**config.mk**
```make
export PLATFORM = sky130hd
export DESIGN_NAME = bpbc_div
export DESIGN_NICKNAME = d
export VERILOG_FILES = /design/src/hdl/bpbc_pkg.sv /design/src/hdl/bpbc_div.sv
export SDC_FILE = /design/constraint.sdc
export NUM_CORES = 1
export LEC_CHECK = 0
export BUFFER_PORTS_ARGS = -buffer_cell sky130_fd_sc_hd__buf_4
export CAP_MARGIN = 20
export CORE_MARGIN = 2
export CORE_UTILIZATION = 41
export DETAILED_ROUTE_END_ITERATION = 16
export SLEW_MARGIN = 20
export SYNTH_ARGS = -nofsm -noshare
export SYNTH_HDL_FRONTEND = slang
export SYNTH_SLANG_ARGS = --single-unit
```
**constraint.sdc**
```tcl
create_clock -name clk -period 4.7 [get_ports clk]
set_input_delay 0 -clock clk [delete_from_list [all_inputs] [get_ports clk]]
set_output_delay 0 -clock clk [all_outputs]
set_load 0.02 [all_outputs]
```
**src/hdl/bpbc_pkg.sv**
```systemverilog
// shared types and constants for the bright pixel blob centroid block
// no dependencies
package bpbc_pkg;

    localparam int COORD_W   = 12;
    localparam int NUM_CELLS = 64;
    localparam int IDX_W     = $clog2(NUM_CELLS);
    localparam int USED_W    = $clog2(NUM_CELLS + 1);
    localparam int CNT_W     = 25;
    localparam int SUM_W     = COORD_W + CNT_W - 1;
    localparam int SQ_W      = 2 * COORD_W;
    localparam int D2_W      = SQ_W + 1;
    localparam int LEVEL_W   = 8;
    localparam int CFG_W     = 12;
    localparam int CFG_AW    = 3;
    localparam int STEP_W    = $clog2(COORD_W);

    localparam logic [LEVEL_W-1:0] LEVEL_RESET   = LEVEL_W'(60);
    localparam logic [SQ_W-1:0]    JOIN_SQ_RESET = SQ_W'(1);
    localparam logic [SQ_W-1:0]    SKIP_SQ_RESET = SQ_W'(20 * 20);

    localparam logic [CFG_AW-1:0] CFG_BLUE  = 3'd0;
    localparam logic [CFG_AW-1:0] CFG_GREEN = 3'd1;
    localparam logic [CFG_AW-1:0] CFG_RED   = 3'd2;
    localparam logic [CFG_AW-1:0] CFG_JOIN  = 3'd3;
    localparam logic [CFG_AW-1:0] CFG_SKIP  = 3'd4;

    typedef enum logic [2:0] {
        ST_DIM  = 3'd0,
        ST_JOIN = 3'd1,
        ST_NEW  = 3'd2,
        ST_SKIP = 3'd3,
        ST_FULL = 3'd4
    } status_t;

    // pixel token moving down the cell row
    typedef struct packed {
        logic               valid;
        logic [COORD_W-1:0] r;
        logic [COORD_W-1:0] c;
        logic               found;
        logic               near;
        logic [IDX_W-1:0]   idx;
        logic [COORD_W-1:0] crow;
        logic [COORD_W-1:0] ccol;
    } tok_t;

    // centre update broadcast to the cells
    typedef struct packed {
        logic               en;
        logic [IDX_W-1:0]   idx;
        logic [COORD_W-1:0] crow;
        logic [COORD_W-1:0] ccol;
    } cell_wr_t;

    typedef struct packed {
        logic [SUM_W-1:0] rs;
        logic [SUM_W-1:0] cs;
        logic [CNT_W-1:0] cnt;
    } acc_t;

endpackage

```
**src/hdl/bpbc_div.sv**
```systemverilog
// restoring divider, one quotient bit per cycle, quotient fits a coordinate
// depends on bpbc_pkg
module bpbc_div (
    input  logic                          clk,
    input  logic                          rst_n,
    input  logic                          start,
    input  logic [bpbc_pkg::SUM_W-1:0]    numer,
    input  logic [bpbc_pkg::CNT_W-1:0]    denom,
    output logic                          done,
    output logic [bpbc_pkg::COORD_W-1:0]  quot
);

    logic [bpbc_pkg::SUM_W-1:0]   rem_reg;
    logic [bpbc_pkg::SUM_W-1:0]   dsh_reg;
    logic [bpbc_pkg::COORD_W-1:0] q_reg;
    logic [bpbc_pkg::STEP_W-1:0]  step_reg;
    logic                         busy_reg;
    logic                         done_reg;

    always_ff @(posedge clk or negedge rst_n)
    begin
        if (!rst_n)
        begin
            busy_reg <= 1'b0;
            done_reg <= 1'b0;
            step_reg <= '0;
        end
        else
        begin
            done_reg <= 1'b0;
            if (start)
            begin
                busy_reg <= 1'b1;
                step_reg <= bpbc_pkg::STEP_W'(bpbc_pkg::COORD_W - 1);
            end
            else if (busy_reg)
            begin
                if (step_reg == '0)
                begin
                    busy_reg <= 1'b0;
                    done_reg <= 1'b1;
                end
                else
                begin
                    step_reg <= step_reg - 1'b1;
                end
            end
        end
    end

    always_ff @(posedge clk)
    begin
        if (start)
        begin
            rem_reg <= numer;
            dsh_reg <= {denom, (bpbc_pkg::COORD_W - 1)'(0)};
            q_reg   <= '0;
        end
        else if (busy_reg)
        begin
            if (rem_reg >= dsh_reg)
            begin
                rem_reg <= rem_reg - dsh_reg;
                q_reg   <= {q_reg[bpbc_pkg::COORD_W-2:0], 1'b1};
            end
            else
            begin
                q_reg   <= {q_reg[bpbc_pkg::COORD_W-2:0], 1'b0};
            end
            dsh_reg <= dsh_reg >> 1;
        end
    end

    assign done = done_reg;
    assign quot = q_reg;

endmodule

```
* Word-level counts from Yosys, hierarchy flattened
Cells that the tools add are included.
** Storage, ports and cells
- Register bits :: 90
- Output and inout port bits :: 13
** Operators by class
- Add/sub/neg operators :: 2
- Order comparisons :: 1
- Eq/ne operators :: 1
- Multiplexer cells :: 15
- Reduce and logical (&&, ||, !) cells :: 5
** Operators with widths (count)
- two-way mux 36 bit :: 5
- >= comparator 36 bit :: 1
- subtractor 36 bit :: 1
- two-way mux 4 bit :: 3
- two-way mux 1 bit :: 7
- logical NOT 4 bit :: 1
- AND reduction 2 bit :: 2
- nonzero test 2 bit :: 2
- subtractor 4 x 1 -> 4 bit (second input constant) :: 1
- != test 2 bit (second input constant) :: 1

* Depth between registers and ports, before layout
Gate-level depths: netlist of run 1.
- Word-level depth :: 4
- Gate-level depth with buffers :: 11

* Worst setup path before layout of run 1
Ideal clock, no wire load.
- Path type :: reg2reg
- Start :: register rem_reg[10] (netlist bit)
- End :: register rem_reg[0] (netlist bit), enable pin
- Data arrival time :: 3.698 ns
- Slack :: 0.552 ns
- Cell stages (with the launch flop) :: 9
- Period minus slack after synthesis :: 4.148 ns
- Cells stage by stage :: edfxtp_1 > ha_1 > buf_6 > o21ai_0 > nand2b_1 > or3b_2 > o211ai_1 > nand2_1 > a41oi_1
** Between the ends
- Longest elaborated chain between the ends :: 3
** RTL lines
- start: declaration :: line bpbc_div.sv:13 : logic [bpbc_pkg::SUM_W-1:0] rem_reg;
- start signal: assignment :: line bpbc_div.sv:55 : rem_reg <= numer;
- start signal: assignment :: line bpbc_div.sv:63 : rem_reg <= rem_reg - dsh_reg;
- >= comparator 36 bit :: line bpbc_div.sv:61 : if (rem_reg >= dsh_reg)
- nonzero test 2 bit (no line)
- AND reduction 2 bit (no line)
Every way passes these cells.
A chain may end at the register's enable or synchronous reset.

* Final worst setup path of run 1
- Start :: register rem_reg[0] (netlist bit)
- End :: register rem_reg[21] (netlist bit), enable pin
The elaborated chain is that of the path after synthesis.

==> results by group, run 1 <==
Layout
  – Share of cells above drive strength 1: 13.4%
  – Fillers: 1,459
  – Util after Layout: 51.5%
  – # diodes: 0
  – Nets: 940
  – Area grow syn2layout: 22.6%

Worst setup path
  – Critical path type: reg -> reg
  – Critical-path maximum fanout: 19
  – Worst path required time: 4780 ps
  – Worst Setup End Kind: register
  – Crit start category: register
  – Worst reg2reg setup slack: 1180 ps
  – CP arrival: 3600 ps
  – Worst r2r path cells: 11

GRT
  – Vias in the first global route: 5,572
  – Total gr overflow: 0
  – GRT Total Usage: 21.9%
  – Largest net degree at the start of global routing: 83
  – Initial antenna violation count: 0
  – First-pass GRT wire length: 28.6 mm

Logic synthesis
  – Seq/Total Area, Yosys: 38.2%
  – Most common flop cell mapped by yosys: edfxtp_1
  – Synth top area cells: edfxtp_1, ha_1, nand2_1
  – FF+latch count, synth: 90
  – Synth cell types: 68
  – Most numerous cell in the Yosys netlist: nand2_1
  – Post-synth EDFFs: 61
  – Post-Syn Area: 6390 um^2
  – YS warnings: 0
  – Syn Inst Count: 740
  – Yosys top cell area share: 28.7%
  – Top post-synthesis cells by count: nand2_1, o21ai_0, edfxtp_1
  – Cell taking the most area after synthesis: edfxtp_1
  – Syn_area_per_cell: 8.63 um^2
  – Syn Nets: 843
  – Synth async-reset ratio: 6.67%

CTS
  – CTS root buffer: clkbuf_16
  – CTS tree: yes
  – Max clock buf depth: 2
  – Clock sinks: 90
  – Post-CTS Setup Inserts: 0
  – Max H-tree Level: 3
  – Skew-Pair Late Insertion Delay: 350 ps
  – Worst-path clk slew: 70 ps
  – CTS Buf Count: 9

Die
  – Core area: 15,200 um^2
  – Std cell rows: 45
  – Die ar.: 16,600 um^2
  – Starting Density: 42.0%
  – Die H: 129 um
  – Die Span X: 129 um
  – I/O pins: 77

Power
  – Switching part of the total: 43.7%
  – Flop pwr share: 26.8%
  – Combinational cell fraction of total power: 54.8%
  – Psw: 0.00198 W
  – PwrDens: 579 nW/um^2
  – Leak pwr: 3.36 nW
  – Peak VDD IR: 272 uV
  – Clock power share: 18.3%
  – Int Pwr: 0.00255 W

Detailed routing
  – # DRC: 0
  – Initial DRC Count: 470
  – Post-route ant nets: 0
  – WL/cell: 17.2 um
  – Router iterations before antenna repair: 6
  – Detailed Route WL: 17.7 mm
  – Via density: 5.76
  – Vias: 5,932

Hold path
  – Hold depth: 2
  – Min-Delay Path Class: in -> reg

STA
  – Worst-Margin Slew: 1000 ps
  – Fin. Hold Viols: 0
  – Slew HR: 33.3%
  – Period utilization: 74.9%
  – Final Skew: 10.9 ps
  – Final Max Slew Viols: 0
  – RSZ-0062 raised after global routing: false
  – Final TNS setup: 0 ps
  – Fin crit period: 3520 ps
  – Finish-stage setup viols: 0
  – Highest clock rate: 284 MHz

Run status
  – Outcome: complete, no violations

Placed design
  – RePlAce Congestion: 0.916
  – Port Buffer Count: 76
  – HPWL after DPL: 13.1 mm

Flow run
  – Max-cap viol count: 0
-- kinds of logic (layout without fill, tap and decap cells) --
logic type | after synthesis | count (layout) | synth area share (%)
AND/OR/NAND/NOR | 262 | 262 | 18.8
XOR/XNOR | 18 | 18 | 2.47
buffers and inverters | 93 | 195 | 6.85
AO/OA/AOI/OAI | 215 | 215 | 22.3
adder cells (fa/ha/maj) | 39 | 39 | 7.76
multiplexers | 23 | 23 | 3.62
flip-flops | 90 | 90 | 38.2
-- critical path, stage by stage (launching register included) --
cell       delay, ps
edfxtp_1         360
inv_1             70
ha_1             160
inv_1             50
fa_1             400
a21o_1           200
a221o_1          480
a2111oi_4        400
o211ai_1         150
nand2_1          180
a41oi_4          370
buf_4            410
-- path summary, 6_finish.rpt --
| check | startpoint | endpoint |
|---|---|---|
| max in group asynchronous | rst_n | busy_reg$_DFF_PN0_ |
| min reg2reg | dsh_reg[0]$_SDFFE_PP0P_ | dsh_reg[0]$_SDFFE_PP0P_ |
| min in group asynchronous | rst_n | done$_DFF_PN0_ |
| max reg2reg | rem_reg[0]$_DFFE_PP_ | rem_reg[21]$_DFFE_PP_ |
| max | rem_reg[0]$_DFFE_PP_ | rem_reg[21]$_DFFE_PP_ |
| min | numer[34] | rem_reg[34]$_DFFE_PP_ |
-- final cells by class --
class	instances	area (um^2)	area share [%]
clock inverter	6	96.3	1.23
sequential	90	2440	31.2
timing repair buffer	131	1110	14.2
multi-input combinational	557	3530	45.0
tap	188	235	3.00
inverter	48	180	2.30
clock buffer	10	239	3.05
-- metrics by stage --
step	setup WS, ps	hold WS (ps)	instances	power (W)	area [um^2]
CTS	1190	8.73	1030	0.00450	7840
global route	962	22.3	1030	0.00486	7840
global placement	1280	-190	962	0.00360	6980
floorplan	552	-296	740	0.00309	6390
finish	1180	9.07	1030	0.00453	7840
detailed placement	1210	-189	962	0.00362	6980
-- layer usage --
metal / up-vias / share of wire, % / GRT usage, %
met1: 2794 / 48 / 32.2
met4: 0 / 3.0 / 8.95
met2: 213 / 43 / 32.5
met5: - / 0 / 0
met3: 38 / 5.4 / 2.62
li1: 2887 / - / -
-- power by group through the flow --
stage	Clock, W	Sequential (W)	Combinational, W
after floorplan	0	0.00121	0.00189
after global placement	0	0.00123	0.00237
after detailed placement	0	0.00123	0.00239
after CTS	0.000838	0.00122	0.00245
after global routing	0.000861	0.00124	0.00276
final	0.000831	0.00122	0.00249
-- cells in the final DEF, fill, tap and decap left out, types with 4 or more instances in the layout --
cell type and count:
nand2_1 123, buf_4 79, o21ai_0 70, edfxtp_1 61
dlygate4sd3_1 52, nor2_1 51, inv_1 48, a21oi_1 47
ha_1 38, dfxtp_1 23, mux2i_1 22, nand4_1 21
nor3_1 15, xnor2_1 13, and3_1 11, o21a_1 10
a21o_1 9, clkbuf_16 9, o31ai_1 8, nand3_1 7
nor2b_1 6, a211oi_1 6, nand2b_1 5, o211ai_1 5
xor2_1 5, dfrtp_1 5, a211o_1 4, or3_1 4
a31oi_1 4, a21boi_0 4, nor4_1 4, o21bai_1 4
a311oi_1 4
-- what timing repair did --
| item | in CTS | in global routing |
|---|---|---|
| hold endpoints to repair | 56 | 0 |
| resized for setup | 0 | 0 |
| endpoints found under the setup margin | 0 | 0 |
| hold buffers | 52 | 0 |
Power figures use the tool's default switching activity.
==> run 2: changes to the inputs <==
--- a/config.mk
+++ b/config.mk
@@ -5,6 +5,7 @@
 export SDC_FILE = /design/constraint.sdc
 export NUM_CORES = 1
 export LEC_CHECK = 0
+export ABC_AREA = 1
 export BUFFER_PORTS_ARGS = -buffer_cell sky130_fd_sc_hd__buf_4
 export CAP_MARGIN = 20
 export CORE_MARGIN = 2
==> constraint.sdc (replaced) <==
create_clock -name clk -period 2.9 [get_ports clk]
set_input_delay 0 -clock clk [delete_from_list [all_inputs] [get_ports clk]]
set_output_delay 0 -clock clk [all_outputs]
set_load 0.02 [all_outputs]
==> run 2 against run 1 <==
Routed wire length fell by 10%. Register-to-register slack lost 760 ps. Synthesized cell count grew 18%. Largest power group unchanged. Non-clock buffer count up 13. Worst setup slack got worse by 760 ps. Via count shrank 3.6%. Sequential power up 57%. Global-route usage is 1.1 points lower. Critical path depth increased by 1.
==> results by group, run 2 <==
Die
  – Die H: 127 um (was 129 um)
  – Std cell rows: 44 (was 45)
  – Die Span X: 127 um (was 129 um)
  – Starting Density: 42.4% (was 42.0%)
  – I/O pins: 77 (unchanged)
  – Core area: 14,600 um^2 (was 15,200 um^2)
  – Die ar.: 16,100 um^2 (was 16,600 um^2)

Worst setup path
  – Most used cell, CP: nand2_1 (was inv_1)
  – CP arrival: 2510 ps (was 3600 ps)
  – R2R Path Start: rem_reg[17]$_DFFE_PP_ (was rem_reg[0]$_DFFE_PP_)
  – WP depth: 12 (was 11)
  – Critical-path maximum fanout: 22 (was 19)
  – Worst path cell trace: ha_1, nand2_1, nor2_1, nand2_1, inv_1, nand4_1, nand3_1, nand3_1, nand2_1, nand2_1, nand2_1, buf_4 (was inv_1, ha_1, inv_1, fa_1, a21o_1, a221o_1, a2111oi_4, o211ai_1, nand2_1, a41oi_4, buf_4)
  – Critical path type: reg -> reg (unchanged)
  – R2r endpoint: rem_reg[27]$_DFFE_PP_ (was rem_reg[21]$_DFFE_PP_)
  – Delay-heaviest family, CP: simple AND/OR/NAND/NOR gates (was compound AO/OA/AOI/OAI gates)
  – Crit start category: register (unchanged)
  – Critical Path Max Stage Delay: 370 ps (was 480 ps)
  – Worst path required time: 2930 ps (was 4780 ps)
  – Worst r2r path cells: 12 (was 11)
  – Crit-path slowest cell: edfxtp_1 (was a221o_1)
  – CP bufs+invs: 2 (was 3)
  – Worst reg2reg setup slack: 420 ps (was 1180 ps)
  – Worst Setup End Kind: register (unchanged)

CTS
  – Skew-Pair Late Insertion Delay: 360 ps (was 350 ps)
  – Clock sinks: 90 (unchanged)
  – CTS tree: yes (unchanged)
  – Max clock buf depth: 2 (unchanged)
  – Max H-tree Level: 3 (unchanged)
  – Worst-path clk slew: 70 ps (about the same)
  – Post-CTS Setup Inserts: 0 (unchanged)
  – Post-CTS sizing: 0 (unchanged)
  – CTS Buf Count: 9 (unchanged)
  – CTS root buffer: clkbuf_16 (unchanged)

Logic synthesis
  – Seq/Total Area, Yosys: 39.4% (was 38.2%)
  – Most numerous cell in the Yosys netlist: nand2_1 (unchanged)
  – Synth top area cells: edfxtp_1, nand2_1, inv_1 (was edfxtp_1, ha_1, nand2_1)
  – Yosys top cell area share: 29.5% (was 28.7%)
  – Syn Inst Count: 871 (was 740)
  – Post-Syn Area: 6210 um^2 (was 6390 um^2)
  – Syn Nets: 974 (was 843)
  – Post-synth EDFFs: 61 (unchanged)
  – Most common flop cell mapped by yosys: edfxtp_1 (unchanged)
  – Synth async-reset ratio: 6.67% (unchanged)
  – FF+latch count, synth: 90 (unchanged)
  – Cell taking the most area after synthesis: edfxtp_1 (unchanged)
  – Syn_area_per_cell: 7.13 um^2 (was 8.63 um^2)
  – YS warnings: 0 (unchanged)
  – Top post-synthesis cells by count: nand2_1, inv_1, edfxtp_1 (was nand2_1, o21ai_0, edfxtp_1)
  – Synth cell types: 34 (was 68)

Layout
  – Area grow syn2layout: 27.1% (was 22.6%)
  – Nets: 1,111 (was 940)
  – Finished Layout Cells: 1,197 (was 1,030)
  – Leading cell type in the layout, fill and taps excluded: nand2_1 (unchanged)
  – Most frequent cells in the layout: nand2_1, inv_1, buf_4 (was nand2_1, buf_4, o21ai_0)
  – # diodes: 0 (unchanged)
  – Share of cells above drive strength 1: 13.4% (about the same)

STA
  – Final Max Slew Viols: 0 (unchanged)
  – Slew HR: 46.1% (was 33.3%)
  – Worst-Margin Slew: 808 ps (was 1000 ps)
  – Period utilization: 85.4% (was 74.9%)
  – Final Skew: 10.5 ps (was 10.9 ps)
  – Final TNS setup: 0 ps (unchanged)
  – Finish-stage setup viols: 0 (unchanged)
  – Fin. Hold Viols: 0 (unchanged)
  – Highest clock rate: 404 MHz (was 284 MHz)
  – Fin crit period: 2480 ps (was 3520 ps)
  – RSZ-0062 raised after global routing: false (unchanged)

GRT
  – Largest net degree at the start of global routing: 56 (was 83)
  – GRT Total Usage: 20.7% (was 21.9%)
  – Initial antenna violation count: 0 (unchanged)
  – Vias in the first global route: 5,474 (was 5,572)
  – First-pass GRT wire length: 26.5 mm (was 28.6 mm)
  – Total gr overflow: 0 (unchanged)

Hold path
  – Min-Delay Path Class: in -> reg (unchanged)
  – Hold Path Origin: start (was numer[34])
  – Hold depth: 2 (unchanged)
  – Hold endpoint: rem_reg[4]$_DFFE_PP_ (was rem_reg[34]$_DFFE_PP_)

Detailed routing
  – Initial DRC Count: 352 (was 470)
  – Post-route ant nets: 0 (unchanged)
  – Via density: 4.78 (was 5.76)
  – Vias: 5,716 (was 5,932)
  – Router iterations before antenna repair: 5 (was 6)
  – WL/cell: 13.3 um (was 17.2 um)
  – # DRC: 0 (unchanged)
  – Detailed Route WL: 16.0 mm (was 17.7 mm)

Power
  – PwrDens: 904 nW/um^2 (was 579 nW/um^2)
  – Peak VDD IR: 441 uV (was 272 uV)
  – Leak pwr: 3.84 nW (was 3.36 nW)

Placed design
  – HPWL after DPL: 12.0 mm (was 13.1 mm)
  – RePlAce Congestion: 0.904 (was 0.916)
  – Placed cell count: 1,118 (was 962)
  – Port Buffer Count: 76 (unchanged)

Run status
  – Outcome: complete, no violations (unchanged)

Flow run
  – Max-cap viol count: 0 (unchanged)
run 2: cell types whose count changed in the layout (fill, tap and decap cells not counted), sizes merged, moves of 11 or more:
cell	before	now
o21ai	71	58
o22ai	3	19
dlygate4sd3	52	63
nand4	21	5
and3	12	0
mux2i	22	0
nand2	123	303
nand3	7	54
inv	50	154
run 2: cell families (layout without fill, tap and decap cells):
logic type | after synthesis | count (layout) | share of synthesized area, %
AO/OA/AOI/OAI | 121 | 121 | 10.5
XOR/XNOR | 10 | 10 | 1.41
adder cells (fa/ha/maj) | 39 | 39 | 7.98
buffers and inverters | 165 | 307 | 10.1
flip-flops | 90 | 90 | 39.4
AND/OR/NAND/NOR | 446 | 446 | 30.7
run 2: layout make-up:
class | instances | area [um^2]
well taps | 184 | 230
fillers | 1440 | 6760
clock inverters | 7 | 63.8
inverters | 147 | 552
multi-input cells | 616 | 3140
flip-flops and latches | 90 | 2440
clock buffers | 9 | 225
repair buffers | 144 | 1240
run 2: timing repair:
| item | CTS | global route |
|---|---|---|
| endpoints found under the hold margin | 67 | 0 |
| setup endpoints to repair | 0 | 0 |
| hold buffers | 63 | 0 |
run 2: metal layers:
layer	vias up	global-route usage (%)	wire length (um)
met2	106	32.7	7070
met5	-	0	0
met1	2537	29.4	8070
met3	10	4.56	664
met4	0	4.27	173
li1	3063	-	-
run 2: report_power, final:
| part | total, W | internal, W | switching [W] | leakage [nW] |
|---|---|---|---|---|
| Clock | 0.00117 | 0.000607 | 0.000560 | 0.147 |
| Combinational | 0.00404 | 0.00147 | 0.00258 | 2.79 |
| Sequential | 0.00192 | 0.00181 | 0.000106 | 0.902 |
| Total | 0.00713 | 0.00389 | 0.00324 | 3.84 |
run 2: through the flow:
step	area, um^2	hold WS [ps]	total power, W	worst slack [ps]	utilization, %
detailed placement	6970	-186	0.00591	426	47.6
global placement	6970	-187	0.00588	506	47.6
CTS	7890	122	0.00716	410	53.9
floorplan	6210	-296	0.00493	241	-
finish	7890	128	0.00713	423	53.9
global route	7890	130	0.00784	203	53.9
run 2: how the worst max path moves through the flow:
stage                                from                    end  slack (ps)
floorplan            rem_reg[0]$_DFFE_PP_   rem_reg[0]$_DFFE_PP_         240
global placement    rem_reg[12]$_DFFE_PP_  rem_reg[25]$_DFFE_PP_         510
detailed placement  rem_reg[17]$_DFFE_PP_  rem_reg[25]$_DFFE_PP_         430
CTS                 rem_reg[17]$_DFFE_PP_  rem_reg[27]$_DFFE_PP_         410
global route        rem_reg[14]$_DFFE_PP_  rem_reg[27]$_DFFE_PP_         200
finish              rem_reg[17]$_DFFE_PP_  rem_reg[27]$_DFFE_PP_         420
