[config.mk]
export PLATFORM = sky130hd
export DESIGN_NAME = bpbc_cell
export DESIGN_NICKNAME = d
export VERILOG_FILES = /design/src/hdl/bpbc_pkg.sv /design/src/hdl/bpbc_cell.sv
export SDC_FILE = /design/constraint.sdc
export NUM_CORES = 1
export LEC_CHECK = 0
export BUFFER_PORTS_ARGS = -buffer_cell sky130_fd_sc_hd__buf_2
export CORE_UTILIZATION = 45
export DETAILED_ROUTE_END_ITERATION = 8
export PLACE_DENSITY = 0.62
export SLEW_MARGIN = 30
export SYNTH_ARGS = -nofsm -noshare
export SYNTH_HDL_FRONTEND = slang
export SYNTH_SLANG_ARGS = --single-unit
[constraint.sdc]
create_clock -name clk -period 31.1 [get_ports clk]
set_input_delay 6.22 -clock clk [delete_from_list [all_inputs] [get_ports clk]]
set_output_delay 6.22 -clock clk [all_outputs]
set_load 0.05 [all_outputs]
[src/hdl/bpbc_pkg.sv]
// shared types and constants for the bright pixel blob centroid block
// no dependencies
package bpbc_pkg;

    localparam int COORD_W   = 12;
    localparam int NUM_CELLS = 64;
    localparam int IDX_W     = $clog2(NUM_CELLS);
    localparam int USED_W    = $clog2(NUM_CELLS + 1);
    localparam int CNT_W     = 25;
    localparam int SUM_W     = COORD_W + CNT_W - 1;
    localparam int SQ_W      = 2 * COORD_W;
    localparam int D2_W      = SQ_W + 1;
    localparam int LEVEL_W   = 8;
    localparam int CFG_W     = 12;
    localparam int CFG_AW    = 3;
    localparam int STEP_W    = $clog2(COORD_W);

    localparam logic [LEVEL_W-1:0] LEVEL_RESET   = LEVEL_W'(60);
    localparam logic [SQ_W-1:0]    JOIN_SQ_RESET = SQ_W'(1);
    localparam logic [SQ_W-1:0]    SKIP_SQ_RESET = SQ_W'(20 * 20);

    localparam logic [CFG_AW-1:0] CFG_BLUE  = 3'd0;
    localparam logic [CFG_AW-1:0] CFG_GREEN = 3'd1;
    localparam logic [CFG_AW-1:0] CFG_RED   = 3'd2;
    localparam logic [CFG_AW-1:0] CFG_JOIN  = 3'd3;
    localparam logic [CFG_AW-1:0] CFG_SKIP  = 3'd4;

    typedef enum logic [2:0] {
        ST_DIM  = 3'd0,
        ST_JOIN = 3'd1,
        ST_NEW  = 3'd2,
        ST_SKIP = 3'd3,
        ST_FULL = 3'd4
    } status_t;

    // pixel token moving down the cell row
    typedef struct packed {
        logic               valid;
        logic [COORD_W-1:0] r;
        logic [COORD_W-1:0] c;
        logic               found;
        logic               near;
        logic [IDX_W-1:0]   idx;
        logic [COORD_W-1:0] crow;
        logic [COORD_W-1:0] ccol;
    } tok_t;

    // centre update broadcast to the cells
    typedef struct packed {
        logic               en;
        logic [IDX_W-1:0]   idx;
        logic [COORD_W-1:0] crow;
        logic [COORD_W-1:0] ccol;
    } cell_wr_t;

    typedef struct packed {
        logic [SUM_W-1:0] rs;
        logic [SUM_W-1:0] cs;
        logic [CNT_W-1:0] cnt;
    } acc_t;

endpackage

[src/hdl/bpbc_cell.sv]
// one cluster cell: holds a centre, tests the passing pixel token
// depends on bpbc_pkg
module bpbc_cell (
    input  logic                              clk,
    input  logic                              rst_n,
    input  logic [bpbc_pkg::IDX_W-1:0]        cell_idx,
    input  logic [bpbc_pkg::USED_W-1:0]       used,
    input  logic [bpbc_pkg::SQ_W-1:0]         join_sq,
    input  logic [bpbc_pkg::SQ_W-1:0]         skip_sq,
    input  bpbc_pkg::cell_wr_t                wr,
    input  bpbc_pkg::tok_t                    tok_in,
    output bpbc_pkg::tok_t                    tok_out
);

    logic [bpbc_pkg::COORD_W-1:0] crow_reg;
    logic [bpbc_pkg::COORD_W-1:0] ccol_reg;
    bpbc_pkg::tok_t               tok_reg;
    bpbc_pkg::tok_t               tok_next;
    logic [bpbc_pkg::COORD_W-1:0] dr;
    logic [bpbc_pkg::COORD_W-1:0] dc;
    logic [bpbc_pkg::D2_W-1:0]    d2;
    logic                         active;

    assign active = {1'b0, cell_idx} < used;
    assign dr = (tok_in.r > crow_reg) ? tok_in.r - crow_reg : crow_reg - tok_in.r;
    assign dc = (tok_in.c > ccol_reg) ? tok_in.c - ccol_reg : ccol_reg - tok_in.c;
    assign d2 = bpbc_pkg::D2_W'(bpbc_pkg::SQ_W'(dr) * bpbc_pkg::SQ_W'(dr))
              + bpbc_pkg::D2_W'(bpbc_pkg::SQ_W'(dc) * bpbc_pkg::SQ_W'(dc));

    always_comb
    begin
        tok_next = tok_in;
        if (tok_in.valid && active && !tok_in.found)
        begin
            if (d2 <= {1'b0, join_sq})
            begin
                tok_next.found = 1'b1;
                tok_next.idx   = cell_idx;
                tok_next.crow  = crow_reg;
                tok_next.ccol  = ccol_reg;
            end
            else if (d2 < {1'b0, skip_sq})
            begin
                tok_next.near = 1'b1;
            end
        end
    end

    always_ff @(posedge clk or negedge rst_n)
    begin
        if (!rst_n)
            tok_reg <= '0;
        else
            tok_reg <= tok_next;
    end

    always_ff @(posedge clk)
    begin
        if (wr.en && wr.idx == cell_idx)
        begin
            crow_reg <= wr.crow;
            ccol_reg <= wr.ccol;
        end
    end

    assign tok_out = tok_reg;

endmodule

# Yosys cells after proc, flatten, opt, wreduce, memory -nomap -nowiden
# Index checks and enable logic that the tools add are counted.
# totals
inputBits	151
mem_count	0
ff_bits	81
wordCells	34
latch_bits	0
rom_bits	0
mem_bits_rw	0
# classes
n_reduce_logical	4
div	0
bitwise	0
n_lt_le_gt_ge	5
n_mux	7
n_shift	0
n_addsub	5
n_mul	2
n_eq_ne	1
# ops
cell	count
12-bit by 12-bit multiplier with 24-bit output	2
12-bit subtractor	4
32-bit 2-to-1 mux	1
30-bit 2-to-1 mux	1
24-bit by 24-bit adder with 25-bit output	1
25-bit by 24-bit less-or-equal comparator with 1-bit output	1
25-bit by 24-bit < comparator with 1-bit output	1
12-bit > comparator	2
12-bit 2-to-1 mux	2
6-bit by 7-bit < comparator with 1-bit output	1
6-bit == test	1
1-bit logical AND	3
1-bit 2-to-1 mux	3
1-bit logical NOT	1

# Longest topological paths before layout
# Gate-level depths: netlist (run 1).
# logic_depth
word_depth	8
mapped_depth	46
mapped_depth_nobuf	44

# Worst setup path after synthesis (run 1)
# Ideal clock, no wire load.
# synth_path
path_type	input-to-reg
from	in tok_in[44] in the netlist's numbering
to	reg tok_reg, in the netlist tok_out[10]
slack_ns	14.759
t_required_ns	30.975
path_buffers	2
stages	43
t_arrival_ns	16.217
path_cell_list	inv_1 > ha_1 > inv_1 > fa_1 > a211oi_2 > o21ai_1 > and3b_1 > nor2_4 > buf_6 > a21oi_1 > nor3_1 > nor2_2 > or2_2 > fa_1 > inv_1 > fa_1 > inv_1 > fa_1 > (+7 left out) > ha_1 > a21o_1 > a21o_1 > a2111o_1 > a41oi_1 > nor3_1 > o311ai_0 > a21oi_1 > xor2_1 > ha_1 > nor2b_1 > a2111oi_2 > a21bo_2 > o211ai_2 > o21ai_2 > nor4b_4 > buf_6 > mux2_2
# synth_lines
item	line	rtl
start, declared	bpbc_cell.sv:11	input bpbc_pkg::tok_t tok_in,
end signal, assigned	bpbc_cell.sv:54	tok_reg <= tok_next;
end, declared	bpbc_cell.sv:17	bpbc_pkg::tok_t tok_reg;

==> metrics.txt, run 1 <==
# TYPE chip_impl_metric gauge
chip_impl_info{name="min-delay-path-class",value="flop to flop"} 1
chip_impl_info{name="cp_common_cell",value="sky130_fd_sc_hd__fa_1"} 1
chip_impl_metric{name="cts_buffers",unit=""} 9
chip_impl_metric{name="clock_sink_count",unit=""} 81
chip_impl_metric{name="syn_inst",unit=""} 1516
chip_impl_metric{name="asyncSetResetFlopFracSynth",unit="%"} 70.4
chip_impl_info{name="worst_setup_path_end_kind",value="flop"} 1
chip_impl_info{name="netlist_top_cells_area",value="sky130_fd_sc_hd__fa_1 (28%), sky130_fd_sc_hd__ha_1 (18%), sky130_fd_sc_hd__dfrtp_1 (9.9%), sky130_fd_sc_hd__inv_1 (9.7%), sky130_fd_sc_hd__edfxtp_1 (5.0%)"} 1
chip_impl_metric{name="wire_length_of_the_first_global_routing_pass",unit="mm"} 53.6
chip_impl_metric{name="worst_slew_pin_slew",unit="ns"} 0.729
chip_impl_metric{name="post_synthesis_sequential_area_ratio",unit="%"} 15.0
chip_impl_metric{name="cts-root-to-sink-buffers",unit=""} 2
chip_impl_info{name="top_family_by_delay_on_critical_path",value="adder cells"} 1
chip_impl_metric{name="layout-area-overhead-vs-synth",unit="%"} 12.0
chip_impl_info{name="tritoncts",value="done"} 1
chip_impl_metric{name="drv_slew",unit=""} 0
chip_impl_metric{name="post_synth_instance_area",unit="mm^2"} 0.0143
chip_impl_metric{name="drc_errors",unit=""} 0
chip_impl_metric{name="design.portCount",unit=""} 208
chip_impl_metric{name="drt_first_pass_iters",unit=""} 5
chip_impl_metric{name="placeable_area",unit="mm^2"} 0.0310
chip_impl_metric{name="maxCapViolCount",unit=""} 0
chip_impl_metric{name="mappedNetlistNets",unit=""} 2076
chip_impl_metric{name="finalNetCount",unit=""} 2274
chip_impl_metric{name="yosysWarningCount",unit=""} 0
chip_impl_metric{name="post_cts.resized_instances",unit=""} 0
chip_impl_metric{name="insertion_delay",unit="ns"} 0.34
chip_impl_metric{name="postRouteWirelength",unit="mm"} 32.0
chip_impl_info{name="critical_path.startpoint_type",value="primary input"} 1
chip_impl_metric{name="port_buffers",unit=""} 207
chip_impl_metric{name="timing_hold_violations_final",unit=""} 0
chip_impl_metric{name="critical_path.max_stage_delay",unit="ns"} 0.62
chip_impl_metric{name="edff_count_synth",unit=""} 24
chip_impl_metric{name="synth-seq-cells",unit=""} 81
chip_impl_metric{name="worst_slew_margin_rel",unit="%"} 50.9
chip_impl_info{name="cp_slowest_cell",value="sky130_fd_sc_hd__ha_1"} 1
chip_impl_metric{name="total_number_of_vias",unit=""} 10700
chip_impl_info{name="synth_flop_cell",value="sky130_fd_sc_hd__dfrtp_1"} 1
chip_impl_metric{name="gp_routability_congestion",unit=""} 0.885
chip_impl_metric{name="grt_max_degree",unit=""} 58
chip_impl_metric{name="grt_util_all_layers",unit="%"} 20.5
chip_impl_metric{name="h_tree_depth",unit=""} 3
chip_impl_metric{name="critPathMaxFanout",unit=""} 31
chip_impl_info{name="rsz0062_at_grt",value="false"} 1
chip_impl_metric{name="synth_area_per_cell",unit="um^2"} 9.46
chip_impl_metric{name="arrival",unit="ns"} 17.44
chip_impl_metric{name="crit_required",unit="ns"} 31.32
chip_impl_metric{name="final_layout_size_suffix_gt1_share",unit="%"} 18.2
chip_impl_metric{name="fin_setup_tns",unit="ns"} 0
chip_impl_metric{name="nFillCells",unit=""} 2930
chip_impl_metric{name="largest_register_ff_count",unit=""} 57
chip_impl_info{name="yosysMostFrequentCell",value="sky130_fd_sc_hd__inv_1"} 1
chip_impl_metric{name="drt_first_iter_violations",unit=""} 454
chip_impl_metric{name="cts_post_setup_buffers_inserted",unit=""} 0
chip_impl_info{name="clockRootBuffer",value="sky130_fd_sc_hd__clkbuf_16"} 1
chip_impl_metric{name="yosys.area.top_type_share",unit="%"} 28.5
chip_impl_metric{name="antenna_violating_nets_post_route",unit=""} 0
chip_impl_metric{name="post-route-period-util",unit="%"} 55.4
chip_impl_metric{name="design.die.area",unit="mm^2"} 0.0326
chip_impl_info{name="outcome",value="finished clean"} 1
chip_impl_metric{name="cts.clk_slew.worst_paths",unit="ns"} 0.06
chip_impl_metric{name="finalSetupViolations",unit=""} 0
chip_impl_metric{name="gr-total-overflow",unit=""} 0
chip_impl_metric{name="cts.hold.buffers_added",unit=""} 0
chip_impl_info{name="netlist_top_cells_count",value="sky130_fd_sc_hd__inv_1 (371), sky130_fd_sc_hd__ha_1 (205), sky130_fd_sc_hd__fa_1 (204)"} 1
chip_impl_metric{name="fmax",unit="MHz"} 58.1
chip_impl_metric{name="clock-skew-final",unit="ns"} 0.00572
chip_impl_metric{name="critPathBufInv",unit=""} 8
chip_impl_metric{name="insertedDiodeCount",unit=""} 0
chip_impl_metric{name="period_minus_slack",unit="ns"} 17.22
chip_impl_info{name="synthDominantAreaCellType",value="sky130_fd_sc_hd__fa_1"} 1
chip_impl_info{name="critPathKind",value="primary input to flop"} 1
chip_impl_metric{name="number_of_global_route_vias_before_repair",unit=""} 11000
chip_impl_metric{name="start_util",unit="%"} 46.3
chip_impl_metric{name="library_cells_used_by_synthesis",unit=""} 86
chip_impl_metric{name="detailedPlacementHpwl",unit="mm"} 27.9
chip_impl_metric{name="horizontal_die_dimension",unit="um"} 180
chip_impl_metric{name="route.detailed.vias_per_inst",unit=""} 5.05
chip_impl_metric{name="routed_wire_length_per_instance",unit="um"} 15.1
chip_impl_metric{name="grt_antenna_before_repair",unit=""} 0
chip_impl_metric{name="chipHeight",unit="um"} 180
chip_impl_metric{name="placementRows",unit=""} 64
[stage by stage]
stage	utilization, %	worst slack, ns	instance area (um^2)	std cells	hold WS (ns)
floorplan	-	14.76	14300	1516	0.481
global placement	50.9	13.79	15800	2099	0.496
detailed placement	50.9	13.51	15800	2099	0.496
CTS	51.8	13.85	16100	2115	0.513
global route	51.8	13.18	16100	2115	0.544
finish	51.8	13.88	16100	2115	0.511
[placed cells by master (no fill, tap or decap), types with 4 or more instances in the layout]
| cell type | synthesis | final |
|---|---|---|
| sky130_fd_sc_hd__a211oi_1 | 6 | 6 |
| sky130_fd_sc_hd__a21o_1 | 29 | 29 |
| sky130_fd_sc_hd__a21oi_1 | 58 | 58 |
| sky130_fd_sc_hd__a31oi_1 | 7 | 7 |
| sky130_fd_sc_hd__and3_1 | 4 | 4 |
| sky130_fd_sc_hd__buf_2 | 18 | 207 |
| sky130_fd_sc_hd__buf_4 | 5 | 15 |
| sky130_fd_sc_hd__clkbuf_16 | 0 | 9 |
| sky130_fd_sc_hd__dfrtp_1 | 57 | 57 |
| sky130_fd_sc_hd__edfxtp_1 | 24 | 24 |
| sky130_fd_sc_hd__fa_1 | 204 | 204 |
| sky130_fd_sc_hd__ha_1 | 205 | 205 |
| sky130_fd_sc_hd__inv_1 | 371 | 371 |
| sky130_fd_sc_hd__inv_2 | 4 | 4 |
| sky130_fd_sc_hd__mux2_1 | 10 | 10 |
| sky130_fd_sc_hd__mux2_2 | 22 | 22 |
| sky130_fd_sc_hd__mux2i_1 | 6 | 6 |
| sky130_fd_sc_hd__nand2_1 | 50 | 50 |
| sky130_fd_sc_hd__nand2b_1 | 27 | 27 |
| sky130_fd_sc_hd__nand3_1 | 18 | 18 |
| sky130_fd_sc_hd__nand4_1 | 13 | 13 |
| sky130_fd_sc_hd__nor2_1 | 125 | 125 |
| sky130_fd_sc_hd__nor2b_1 | 16 | 16 |
| sky130_fd_sc_hd__nor3_1 | 11 | 11 |
| sky130_fd_sc_hd__o2111ai_1 | 4 | 4 |
| sky130_fd_sc_hd__o211ai_1 | 8 | 8 |
| sky130_fd_sc_hd__o21a_1 | 13 | 13 |
| sky130_fd_sc_hd__o21ai_0 | 37 | 37 |
| sky130_fd_sc_hd__o21bai_1 | 7 | 7 |
| sky130_fd_sc_hd__o31ai_1 | 4 | 4 |
| sky130_fd_sc_hd__or2_2 | 19 | 19 |
| sky130_fd_sc_hd__or3_1 | 6 | 6 |
| sky130_fd_sc_hd__xnor2_1 | 20 | 20 |
| sky130_fd_sc_hd__xor2_1 | 23 | 22 |
[metal layers]
layer,vias to the layer above,GRT usage (%),part of all wire (%)
met1,5250,26.6,44
met3,22,2.12,3.2
met4,0,4.65,1.3
met2,202,36.6,51
met5,-,0,0
li1,5202,-,-
[path summary, 6_finish.rpt]
| check | start | to | slack (ns) | cells after the start |
|---|---|---|---|---|
| max | tok_in[44] | tok_out[1] | 13.88 | 41 |
| min | ccol_reg[11] | tok_out[11] | 0.51 | 1 |
| max reg2reg | crow_reg[0] | tok_out[1] | 19.45 | 39 |
| min reg2reg | ccol_reg[11] | tok_out[11] | 0.51 | 1 |
| max in group asynchronous | rst_n | tok_out[24] | 24.58 | 2 |
| min in group asynchronous | rst_n | tok_out[5] | 6.01 | 2 |
[cell type report]
type / count / area, um^2 / share of cell area (%)
inverter: 376 / 1410 / 8.80
clock buffer: 9 / 225 / 1.40
timing repair buffer: 222 / 1150 / 7.15
tap: 396 / 495 / 3.08
clock inverter: 7 / 62.6 / 0.389
sequential: 81 / 2150 / 13.4
multi-input combinational: 1024 / 10600 / 65.8
[cells by family after synthesis]
group | synth area share [%]
adders and majority gates | 46.4
AOI/OAI and AO/OA | 9.91
DFF | 15.0
and+or+nand+nor | 10.9
buffers and inverters | 11.4
muxes | 3.09
xor gates and xnor gates | 3.39
Power of run 1 is left out: the tool's default activity adds up to more than one toggle a clock period on the data nets, which glitch-free logic cannot reach.
==> run 2: changes to the inputs <==
ABC_AREA = 1   (was unset)
PLACE_DENSITY = 0.65   (was 0.62)
clock period = 14.9 ns   (was 31.1 ns; I/O delays follow)
==> run 2 against run 1 <==
Compared with the run above: die area rose by 3.8%; synthesized area increased by 3.8%; sequential cell count unchanged; first-iteration DRC count is 4.6% lower; via count rose by 9.2%.
==> metrics.txt, run 2 <==
# TYPE chip_impl_metric gauge
chip_impl_metric{name="drt_first_pass_iters",unit=""} 5
chip_impl_metric{name="layout-area-overhead-vs-synth",unit="%"} 11.4
chip_impl_metric{name="final_layout_size_suffix_gt1_share",unit="%"} 15.7
chip_impl_metric{name="ff_to_ff_setup_slack",unit="ns"} 4.33
chip_impl_metric{name="insertion_delay",unit="ns"} 0.35
chip_impl_metric{name="detailedPlace.worstSlack",unit="ns"} 1.53
chip_impl_metric{name="chipHeight",unit="um"} 184
chip_impl_metric{name="grt_met2_use",unit="%"} 37.2
chip_impl_metric{name="detailedPlacementHpwl",unit="mm"} 30.3
chip_impl_metric{name="grt_util_all_layers",unit="%"} 21.5
chip_impl_metric{name="yosys.area.top_type_share",unit="%"} 27.4
chip_impl_metric{name="gr-total-overflow",unit=""} 0
chip_impl_info{name="min-delay-path-class",value="flop to flop"} 1
chip_impl_info{name="yosysMostFrequentCell",value="sky130_fd_sc_hd__inv_1"} 1
chip_impl_metric{name="cts_buffers",unit=""} 9
chip_impl_metric{name="clock-skew-final",unit="ns"} 0.00946
chip_impl_metric{name="post-route-period-util",unit="%"} 86.8
chip_impl_info{name="critical_path.reg2reg.endpoint",value="tok_out[18]"} 1
chip_impl_info{name="critical_path.startpoint",value="tok_in[44]"} 1
chip_impl_info{name="rsz0062_at_grt",value="false"} 1
chip_impl_metric{name="grt_antenna_before_repair",unit=""} 0
chip_impl_metric{name="worst_slew_margin_rel",unit="%"} 51.1
chip_impl_metric{name="reg2reg_depth",unit=""} 38
chip_impl_metric{name="multi_input_comb_area",unit="mm^2"} 0.0107
chip_impl_metric{name="wire_length_of_the_first_global_routing_pass",unit="mm"} 57.5
chip_impl_info{name="tritoncts",value="done"} 1
chip_impl_metric{name="antenna_violating_nets_post_route",unit=""} 0
chip_impl_metric{name="route.detailed.vias_per_inst",unit=""} 4.80
chip_impl_metric{name="gp_routability_congestion",unit=""} 0.925
chip_impl_info{name="clockRootBuffer",value="sky130_fd_sc_hd__clkbuf_16"} 1
chip_impl_info{name="cp_slowest_cell",value="sky130_fd_sc_hd__ha_1"} 1
chip_impl_info{name="critPathKind",value="primary input to flop"} 1
chip_impl_metric{name="horizontal_die_dimension",unit="um"} 184
chip_impl_metric{name="post_synth_instance_area",unit="mm^2"} 0.0149
chip_impl_metric{name="regArea",unit="mm^2"} 0.00215
chip_impl_metric{name="post-route-worst-setup-slack",unit="ns"} 1.97
chip_impl_metric{name="arrival",unit="ns"} 13.15
chip_impl_metric{name="placementRows",unit=""} 66
chip_impl_metric{name="drc_errors",unit=""} 0
chip_impl_metric{name="edff_count_synth",unit=""} 24
chip_impl_metric{name="design.portCount",unit=""} 208
chip_impl_metric{name="finished_core_util",unit="%"} 51.0
chip_impl_metric{name="maxCapViolCount",unit=""} 0
chip_impl_info{name="crit-reg2reg-launch",value="crow_reg[0]"} 1
chip_impl_metric{name="post_synthesis_sequential_area_ratio",unit="%"} 14.4
chip_impl_metric{name="worst_slew_pin_slew",unit="ns"} 0.733
chip_impl_metric{name="routed_wire_length_per_instance",unit="um"} 14.2
chip_impl_metric{name="fin_area",unit="mm^2"} 0.0166
chip_impl_metric{name="cts_post_setup_buffers_inserted",unit=""} 0
chip_impl_metric{name="fmax",unit="MHz"} 77.4
chip_impl_info{name="end_point_of_the_critical_path",value="tok_out[18]"} 1
chip_impl_metric{name="library_cells_used_by_synthesis",unit=""} 50
chip_impl_metric{name="crit_required",unit="ns"} 15.12
chip_impl_metric{name="design.die.area",unit="mm^2"} 0.0338
chip_impl_metric{name="placement.cell_area",unit="mm^2"} 0.0163
chip_impl_metric{name="synth_area_per_cell",unit="um^2"} 8.33
chip_impl_info{name="netlist_top_cells_area",value="sky130_fd_sc_hd__fa_1 (27%), sky130_fd_sc_hd__ha_1 (17%), sky130_fd_sc_hd__inv_1 (11%), sky130_fd_sc_hd__dfrtp_1 (9.6%), sky130_fd_sc_hd__nand2_1 (7.5%)"} 1
chip_impl_metric{name="h_tree_depth",unit=""} 3
chip_impl_metric{name="drv_slew",unit=""} 0
chip_impl_metric{name="critPathMaxFanout",unit=""} 31
chip_impl_metric{name="critical_path.max_stage_delay",unit="ns"} 0.71
chip_impl_metric{name="drt_first_iter_violations",unit=""} 433
chip_impl_info{name="outcome",value="finished clean"} 1
chip_impl_metric{name="number_of_global_route_vias_before_repair",unit=""} 12300
chip_impl_metric{name="worst_hold_path.num_cells",unit=""} 2
chip_impl_info{name="most_heavily_used_metal_layer_in_global_routing",value="met2"} 1
chip_impl_metric{name="syn_inst",unit=""} 1788
chip_impl_metric{name="start_util",unit="%"} 45.8
chip_impl_metric{name="use_met3",unit="%"} 2.83
chip_impl_metric{name="synth-seq-cells",unit=""} 81
chip_impl_info{name="synth_flop_cell",value="sky130_fd_sc_hd__dfrtp_1"} 1
chip_impl_metric{name="largest_register_ff_count",unit=""} 57
chip_impl_info{name="cp_common_cell",value="sky130_fd_sc_hd__nand2_1"} 1
chip_impl_metric{name="placeable_area",unit="mm^2"} 0.0325
chip_impl_metric{name="finalSetupViolations",unit=""} 0
chip_impl_metric{name="post_cts.resized_instances",unit=""} 0
chip_impl_metric{name="clock_sink_count",unit=""} 81
chip_impl_metric{name="fin_setup_tns",unit="ns"} 0
chip_impl_metric{name="mappedNetlistNets",unit=""} 2348
chip_impl_info{name="worst_setup_path_end_kind",value="flop"} 1
chip_impl_metric{name="cts.clk_slew.worst_paths",unit="ns"} 0.06
chip_impl_metric{name="yosysWarningCount",unit=""} 0
chip_impl_metric{name="finalNetCount",unit=""} 2540
chip_impl_info{name="layout_commonest_cell",value="sky130_fd_sc_hd__inv_1"} 1
chip_impl_metric{name="period_minus_slack",unit="ns"} 12.93
chip_impl_metric{name="grt_max_degree",unit=""} 58
chip_impl_metric{name="insertedDiodeCount",unit=""} 0
chip_impl_metric{name="total_number_of_vias",unit=""} 11700
chip_impl_metric{name="asyncSetResetFlopFracSynth",unit="%"} 70.4
chip_impl_metric{name="nFillCells",unit=""} 3196
chip_impl_info{name="critical_path.startpoint_type",value="primary input"} 1
chip_impl_metric{name="grt.met1_usage",unit="%"} 27.5
chip_impl_metric{name="cts-root-to-sink-buffers",unit=""} 2
chip_impl_info{name="netlist_top_cells_count",value="sky130_fd_sc_hd__inv_1 (452), sky130_fd_sc_hd__nand2_1 (299), sky130_fd_sc_hd__ha_1 (205)"} 1
chip_impl_metric{name="port_buffers",unit=""} 207
chip_impl_info{name="final_cell_mix",value="sky130_fd_sc_hd__inv_1 (452), sky130_fd_sc_hd__nand2_1 (299), sky130_fd_sc_hd__buf_2 (207)"} 1
chip_impl_metric{name="postRouteWirelength",unit="mm"} 34.4
chip_impl_metric{name="cts.hold.buffers_added",unit=""} 0
chip_impl_info{name="synthDominantAreaCellType",value="sky130_fd_sc_hd__fa_1"} 1
chip_impl_metric{name="timing_hold_violations_final",unit=""} 0
==> run 2: worst max-delay path, delay by kind of cell <==
family	cells	cell delay (ns)
simple gates	17	3.33
fa+ha+maj	10	5.03
buf+inv	9	0.96
xor+xnor	1	0.18
compound gates	3	0.65
==> run 2: cells by family (layout without fill, tap and decap cells) <==
family | after synthesis | after routing | share of synthesized area (%)
simple gates | 575 | 575 | 17.3
flops | 81 | 81 | 14.4
fa+ha+maj | 409 | 409 | 44.7
xor+xnor | 69 | 69 | 4.06
buf+inv | 499 | 696 | 13.4
compound gates | 155 | 155 | 6.13
==> run 2: final cells by class <==
type	count	area share, %
Timing Repair Buffer	210	6.38
Clock inverter	7	0.468
Sequential cell	81	12.9
Multi-Input combinational cell	1208	64.8
Inverter	470	10.7
Clock buffer	9	1.36
Tap cell	442	3.34
==> run 2: through the flow <==
| step | hold slack, ns | std cells |
|---|---|---|
| 2_1_floorplan | 0.478 | 1788 |
| 3_5_place_dp | 0.538 | 2411 |
| 6_report | 0.541 | 2427 |
| 3_3_place_gp | 0.510 | 2411 |
| 5_1_grt | 0.586 | 2427 |
| 4_1_cts | 0.546 | 2427 |
==> run 2: how the worst min path moves through the flow <==
stage / from / slack (ns) / end
2_1_floorplan: ccol_reg[11] / 0.48 / tok_out[11]
3_3_place_gp: crow_reg[11] / 0.51 / tok_out[23]
3_5_place_dp: ccol_reg[11] / 0.54 / tok_out[11]
4_1_cts: ccol_reg[11] / 0.55 / tok_out[11]
5_1_grt: ccol_reg[11] / 0.59 / tok_out[11]
6_report: ccol_reg[11] / 0.54 / tok_out[11]
==> run 2: metal layers <==
metal	vias to the layer above	share of wire [%]
met5	-	0
li1	5767	-
met1	5562	44
met2	277	48
met4	0	2.8
met3	54	4.7
Power of run 2 is left out for the same reason.
